[src/sv/hilbert_curve_convert_top_defines.svh]
// ---------------------------------------------------------------------------
// Hilbert converter assertion macros
// Clocked assertion helpers used by the converter top level.
// ---------------------------------------------------------------------------
`ifndef HILBERT_CURVE_CONVERT_TOP_DEFINES_SVH
`define HILBERT_CURVE_CONVERT_TOP_DEFINES_SVH

// checked outside reset only
`define HCC_ASSERT(label, prop, msg) \
  label: assert property (@(posedge clk) disable iff (rst) (prop)) else $error(msg);

// checked on every edge, reset included
`define HCC_ASSERT_ALWAYS(label, prop, msg) \
  label: assert property (@(posedge clk) (prop)) else $error(msg);

`endif

[src/sv/hcc_pkg.sv]
// ---------------------------------------------------------------------------
// Hilbert converter package
// Pipeline word type, constants and mask helpers.
// ---------------------------------------------------------------------------
package hcc_pkg;

  localparam int COORD_W = 16;
  localparam int INDEX_W = 32;
  localparam int ORDER_W = 5;
  localparam int HW_LEVELS = 16;

  localparam logic [ORDER_W-1:0] GRID_ORDER_RESET = 5'd16;

  localparam logic MODE_TO_INDEX = 1'b0;
  localparam logic MODE_TO_COORD = 1'b1;

  // acc holds the distance being built (to index) or the source index (to coordinates)
  typedef struct packed {
    logic               mode;
    logic [COORD_W-1:0] x;
    logic [COORD_W-1:0] y;
    logic [INDEX_W-1:0] acc;
  } hcc_word_t;

  function automatic logic [COORD_W-1:0] coord_mask(input logic [ORDER_W-1:0] ord);
    logic [COORD_W-1:0] m;
    for (int i = 0; i < COORD_W; i++) begin
      m[i] = (ORDER_W'(i) < ord);
    end
    return m;
  endfunction

  function automatic logic [INDEX_W-1:0] index_mask(input logic [ORDER_W-1:0] ord);
    logic [INDEX_W-1:0] m;
    for (int i = 0; i < INDEX_W; i++) begin
      m[i] = (ORDER_W'(i / 2) < ord);
    end
    return m;
  endfunction

endpackage

[src/sv/hilbert_curve_convert_top.sv]
// Throughput: one word per cycle; one register stage per curve level, whole pipe stalls
// together when the result word is held.
// Reset: synchronous, clears all stage valid bits and sets grid_order to 16.
// ---------------------------------------------------------------------------
// Hilbert curve converter
// Coordinates to curve index and back, one level per pipeline stage.
// ---------------------------------------------------------------------------
`include "hilbert_curve_convert_top_defines.svh"

module hilbert_curve_convert_top #(
  parameter int MAX_ORDER = 16
) (
  input  logic                              clk,
  input  logic                              rst,
  input  logic                              cfg_valid,
  output logic                              cfg_ready,
  input  logic [hcc_pkg::ORDER_W-1:0]       cfg_data,
  input  logic                              in_valid,
  output logic                              in_ready,
  input  logic                              mode,
  input  logic [hcc_pkg::COORD_W-1:0]       x_coord,
  input  logic [hcc_pkg::COORD_W-1:0]       y_coord,
  input  logic [hcc_pkg::INDEX_W-1:0]       curve_index,
  output logic                              out_valid,
  input  logic                              out_ready,
  output logic [hcc_pkg::INDEX_W-1:0]       result_index,
  output logic [hcc_pkg::COORD_W-1:0]       result_x,
  output logic [hcc_pkg::COORD_W-1:0]       result_y
);

  localparam int LEVELS = (MAX_ORDER < hcc_pkg::HW_LEVELS) ? MAX_ORDER : hcc_pkg::HW_LEVELS;

  logic [hcc_pkg::ORDER_W-1:0] grid_order;
  logic [hcc_pkg::ORDER_W-1:0] ord;
  logic [hcc_pkg::COORD_W-1:0] cmask;
  logic                        en;

  hcc_pkg::hcc_word_t word  [LEVELS+1];
  logic               valid [LEVELS+1];

  assign cfg_ready = 1'b1;

  always_ff @(posedge clk) begin
    if (rst) begin
      grid_order <= hcc_pkg::GRID_ORDER_RESET;
    end else if (cfg_valid) begin
      grid_order <= cfg_data;
    end
  end

  assign ord   = (grid_order > hcc_pkg::ORDER_W'(LEVELS)) ? hcc_pkg::ORDER_W'(LEVELS)
                                                          : grid_order;
  assign cmask = hcc_pkg::coord_mask(ord);

  assign en       = !valid[LEVELS] || out_ready;
  assign in_ready = en;

  assign valid[0] = in_valid;
  assign word[0]  = (mode == hcc_pkg::MODE_TO_INDEX)
                  ? '{mode: mode, x: x_coord & cmask, y: y_coord & cmask, acc: '0}
                  : '{mode: mode, x: '0, y: '0, acc: curve_index};

  for (genvar k = 0; k < LEVELS; k++) begin : g_level
    hcc_level #(
      .DEC_BIT(LEVELS - 1 - k),
      .ENC_BIT(k)
    ) u_level (
      .clk      (clk),
      .rst      (rst),
      .en       (en),
      .ord      (ord),
      .in_valid (valid[k]),
      .in_word  (word[k]),
      .out_valid(valid[k+1]),
      .out_word (word[k+1])
    );
  end

  assign out_valid    = valid[LEVELS];
  assign result_index = (word[LEVELS].mode == hcc_pkg::MODE_TO_INDEX) ? word[LEVELS].acc : '0;
  assign result_x     = (word[LEVELS].mode == hcc_pkg::MODE_TO_COORD) ? word[LEVELS].x : '0;
  assign result_y     = (word[LEVELS].mode == hcc_pkg::MODE_TO_COORD) ? word[LEVELS].y : '0;

  `HCC_ASSERT_ALWAYS(a_reset_empty, $past(rst) |-> !out_valid, "result valid straight after reset")
  `HCC_ASSERT(a_one_result_kind, out_valid && (result_index != '0) |-> (result_x == '0) && (result_y == '0), "index and coordinates both set")
  `HCC_ASSERT(a_index_range, out_valid |-> (result_index & ~hcc_pkg::index_mask(ord)) == '0, "index beyond grid order")
  `HCC_ASSERT(a_coord_range, out_valid |-> ((result_x | result_y) & ~cmask) == '0, "coordinate beyond grid order")

endmodule

[src/sv/hcc_level.sv]
// ---------------------------------------------------------------------------
// Hilbert converter level stage
// One curve level, both directions, followed by the stage register.
// ---------------------------------------------------------------------------
module hcc_level #(
  parameter int DEC_BIT = 0,
  parameter int ENC_BIT = 0
) (
  input  logic                            clk,
  input  logic                            rst,
  input  logic                            en,
  input  logic [hcc_pkg::ORDER_W-1:0]     ord,
  input  logic                            in_valid,
  input  hcc_pkg::hcc_word_t              in_word,
  output logic                            out_valid,
  output hcc_pkg::hcc_word_t              out_word
);

  localparam logic [hcc_pkg::COORD_W-1:0] DEC_MASK =
    hcc_pkg::COORD_W'((32'd1 << DEC_BIT) - 32'd1);
  localparam logic [hcc_pkg::COORD_W-1:0] ENC_MASK =
    hcc_pkg::COORD_W'((32'd1 << ENC_BIT) - 32'd1);

  function automatic logic [2*hcc_pkg::COORD_W-1:0] turn(
    input logic [hcc_pkg::COORD_W-1:0] a,
    input logic [hcc_pkg::COORD_W-1:0] b,
    input logic                        rx,
    input logic                        ry,
    input logic [hcc_pkg::COORD_W-1:0] m
  );
    logic [hcc_pkg::COORD_W-1:0] p;
    logic [hcc_pkg::COORD_W-1:0] q;
    p = a;
    q = b;
    if (!ry) begin
      if (rx) begin
        p = m & ~a;
        q = m & ~b;
      end
      return {q, p};
    end
    return {p, q};
  endfunction

  hcc_pkg::hcc_word_t           w;
  logic                         rx;
  logic                         ry;
  logic [2*hcc_pkg::COORD_W-1:0] xy;

  always_comb begin
    w  = in_word;
    rx = 1'b0;
    ry = 1'b0;
    xy = {in_word.x, in_word.y};
    if (in_word.mode == hcc_pkg::MODE_TO_INDEX) begin
      if (hcc_pkg::ORDER_W'(DEC_BIT) < ord) begin
        rx = in_word.x[DEC_BIT];
        ry = in_word.y[DEC_BIT];
        w.acc[2*DEC_BIT +: 2] = {rx, rx ^ ry};
        xy = turn(in_word.x & DEC_MASK, in_word.y & DEC_MASK, rx, ry, DEC_MASK);
        w.x = xy[2*hcc_pkg::COORD_W-1:hcc_pkg::COORD_W];
        w.y = xy[hcc_pkg::COORD_W-1:0];
      end
    end else begin
      if (hcc_pkg::ORDER_W'(ENC_BIT) < ord) begin
        rx = in_word.acc[2*ENC_BIT+1];
        ry = in_word.acc[2*ENC_BIT] ^ rx;
        xy = turn(in_word.x, in_word.y, rx, ry, ENC_MASK);
        w.x = xy[2*hcc_pkg::COORD_W-1:hcc_pkg::COORD_W];
        w.y = xy[hcc_pkg::COORD_W-1:0];
        w.x[ENC_BIT] = rx;
        w.y[ENC_BIT] = ry;
      end
    end
  end

  always_ff @(posedge clk) begin
    if (rst) begin
      out_valid <= 1'b0;
    end else if (en) begin
      out_valid <= in_valid;
    end
  end

  always_ff @(posedge clk) begin
    if (en) begin
      out_word <= w;
    end
  end

endmodule

[config.mk]
export PLATFORM = sky130hd
export DESIGN_NAME = hilbert_curve_convert_top
export DESIGN_NICKNAME = d
export VERILOG_FILES = /design/src/sv/hcc_pkg.sv /design/src/sv/hilbert_curve_convert_top.sv /design/src/sv/hcc_level.sv
export VERILOG_INCLUDE_DIRS = /design/src /design/src/sv
export SDC_FILE = /design/constraint.sdc
export NUM_CORES = 2
export LEC_CHECK = 0
export BUFFER_PORTS_ARGS = -buffer_cell sky130_fd_sc_hd__buf_4
export CELL_PAD_IN_SITES_DETAIL_PLACEMENT = 1
export CELL_PAD_IN_SITES_GLOBAL_PLACEMENT = 1
export CORE_UTILIZATION = 57
export DETAILED_ROUTE_END_ITERATION = 16
export PLACE_DENSITY_LB_ADDON = 0.08
export SYNTH_ARGS = -nofsm -noshare
export SYNTH_HDL_FRONTEND = slang
export SYNTH_HIERARCHICAL = 1
export SYNTH_SLANG_ARGS = --single-unit
[constraint.sdc]
create_clock -name clk -period 75.7 [get_ports clk]
set_input_delay 3.785 -clock clk [delete_from_list [all_inputs] [get_ports clk]]
set_output_delay 3.785 -clock clk [all_outputs]
set_load 0.05 [all_outputs]
==> flow_metrics.tcl <==
set metrics [dict create \
    ys_types 132 \
    place_congestion 0.839 \
    synth_nets 3883 \
    synth.top_cell.area_share_pct 61.2 \
    nets 3891 \
    hp-class "reg -> reg" \
    maxSlewViolCount 0 \
    cts_setup_buffers 0 \
    finClkSkew_ns 0.0224 \
    grt_pass1_wl_mm 187 \
    num_vias 31800 \
    syn_to_final_growth_pct 9.46 \
    cp_num_buf_inv 2 \
    leakage_nw 21.5 \
    antenna_left 0 \
    wire_per_inst_um 23.5 \
    comb_power_share_pct 21.2 \
    routed_wl_mm 119 \
    first_global_vias 33200 \
    avgViaCountPerCell 6.27 \
    worstSetupPathType "in -> out" \
    worstPathCellList "buf_4 > nand2b_4 > buf_4" \
    grt_use_total_pct 26.2 \
    maxCapViolCount 0 \
    initial_core_util_pct 57.7 \
    clkTransAtPathRegs_ns 0.07 \
    chipHeight_um 301 \
    syn_area_sq_um 51000 \
    cp_max_fo 13 \
    antenna_found_initial 0 \
    grt_overflow 0 \
    grt_setup_unrepaired "no" \
    p_int_w 0.00130 \
    multi_input_area_sq_um 17400 \
    fin_setup_tns_ns 0 \
    die_x_um 301 \
    clock_sinks 1061 \
    cts_buffers 109 \
    synth_async_sr_flop_share_pct 0 \
    post-synth-top-area-cell "edfxtp_1" \
    final_util_pct 63.1 \
    diodes 0 \
    gr-usage-met3_pct 3.57 \
    met1_usage_pct 32.3 \
    met2_usage_pct 47.2 \
    period_share_pct 11.0 \
    layout_commonest_cell "edfxtp_1" \
    die_area_sq_um 90700 \
    status "finished, violations left" \
    nFillCells 8329 \
    grt-busiest-layer "met2" \
    post-route-drc-count 8 \
    cpMaxStageDelayCell "nand2b_4" \
    synth_enable_flop_cells 1040 \
    violations "design-rule violations" \
    crit_required_ns 71.92 \
    vdd_drop_max_v 0.0000340 \
    end_kind "output port" \
    io_pins 142 \
    htree_num_levels 3 \
    finalCriticalPeriod_ns 8.31 \
    ys_seq_area_share_pct 62.0 \
    synth_top_flop_cell "edfxtp_1" \
    io_buffer_count 140 \
    cp_top_family "buffers and inverters" \
    syn_avg_cell_area_sq_um 13.4 \
    ctsHoldBuffers 0 \
    synthCells 3808 \
    synth_area_leaders "edfxtp_1, xor2_1, mux2i_1, xnor2_1, nor2_1" \
    p_clk_share_pct 29.0 \
    ys_seq_elements 1061 \
    floorplan.rows 109 \
    max_slew.worst_pin.slew_ns 1.35 \
    p_sw_w 0.000585 \
    startpoint_type "primary input" \
    root_buffer "clkbuf_16" \
    ys.warnings.count 6 \
    crit_top_cell "buf_4" \
    cts_buffer_depth 3 \
    drt_first_pass_iters 12 \
    sequentialPowerShare_pct 49.8 \
    setup_viol 0 \
    final_cell_mix "edfxtp_1, xor2_1, nor2_1" \
    max_freq_mhz 120 \
    grt_max_degree 205 \
    cp.arrival_ns 4.52 \
    final_hold_viol_count 0 \
    max_slew_margin_pct 9.93 \
    drive_above_1_share_pct 14.7 \
    cts_resized 0 \
    dp_hpwl_mm 76.9 \
    coreArea_sq_um 88500 \
    slowest_delay_ns 0.31 \
    p_per_area_nw_per_um2 33.8 \
    ff_latch_area_sq_um 31700 \
    p_sw_share_pct 31.0 \
    clk_latency_ns 0.68 \
    cts_tree "built" \
    initialDrtViolationCount 2269 \
]
-- layer usage --
layer / routed length (um) / part of all wire (%) / vias up
met2: 62900 / 53 / 724
met1: 48700 / 41 / 16200
met4: 3430 / 2.9 / 0
li1: - / - / 14700
met3: 4130 / 3.5 / 211
met5: 0 / 0 / -
-- stage by stage --
step	hold WS, ns	std cells	setup WS (ns)	area, sq um	power, W
global placement	0.401	4870	67.39	52200	0.00130
floorplan	0.400	3808	42.52	51000	0.00122
finish	0.415	5075	67.39	55900	0.00189
CTS	0.407	5075	67.39	55900	0.00190
detailed placement	0.405	4870	67.39	52200	0.00135
global route	0.415	5075	67.39	55900	0.00197
-- registers in the layout (all words and copies together) (netlist names) --
register,count
g_level.u_level/out_valid,16
g_level.u_level/out_word,1040
grid_order,5
-- cells in the mapped netlist, types with 45 or more instances --
library cell	instances
xnor2_1	119
and2_1	97
o21ai_0	149
xor2_1	205
nand3_1	101
a22oi_1	45
inv_1	65
mux2i_1	177
a22o_1	63
buf_6	51
a221o_1	59
nor2b_1	49
nor3_1	74
a32oi_1	57
nand2_1	181
a21oi_1	142
edfxtp_1	1040
nor2_1	200
o21ai_1	69
clkbuf_1	88
buf_2	101
-- layout make-up --
cell class	instances	share of cell area, %
multi-input combinational	2399	31.2
timing repair buffer	179	2.47
clock inverter	63	1.34
inverter	66	0.444
clock buffer	142	5.27
sequential	1061	56.7
tap	1165	2.61
-- power by group through the flow --
stage / logic, W / clock network (W) / registers, W
finish: 0.000400 / 0.000548 / 0.000941
detailed placement: 0.000395 / 0 / 0.000950
global placement: 0.000367 / 0 / 0.000934
floorplan: 0.000343 / 0 / 0.000875
global route: 0.000436 / 0.000579 / 0.000956
CTS: 0.000401 / 0.000561 / 0.000940
-- path summary, 6_finish.rpt --
kind | from | to | slack (ns) | depth (start not counted)
worst max-delay path | out_ready | in_ready | 67.39 | 3
worst min-delay path | g_level[12].u_level/out_word[30]$_DFFE_PP_ | g_level[13].u_level/out_word[30]$_DFFE_PP_ | 0.41 | 0
worst max register to register | grid_order[4]$_SDFFE_PP1P_ | g_level[14].u_level/out_word[38]$_DFFE_PP_ | 71.75 | 6
worst min register to register | g_level[12].u_level/out_word[30]$_DFFE_PP_ | g_level[13].u_level/out_word[30]$_DFFE_PP_ | 0.41 | 0
-- logic make-up after synthesis --
kind of cell | count (synthesis) | synth area share, %
other | 1 | 0.00735
AO/OA/AOI/OAI | 977 | 15.0
multiplexers | 200 | 3.98
AND/OR/NAND/NOR | 893 | 9.32
flip-flops | 1061 | 62.0
buffers and inverters | 348 | 3.93
XOR/XNOR | 328 | 5.73
-- worst register-to-register path: stages, from the launching register on --
cell	delay, ns
dfxtp_4	0.58
buf_4	0.59
buf_4	0.71
a41oi_1	0.43
nor3_2	1.14
a32oi_1	0.08
o21ai_0	0.20
No activity file was read; power rests on OpenSTA's default activity.
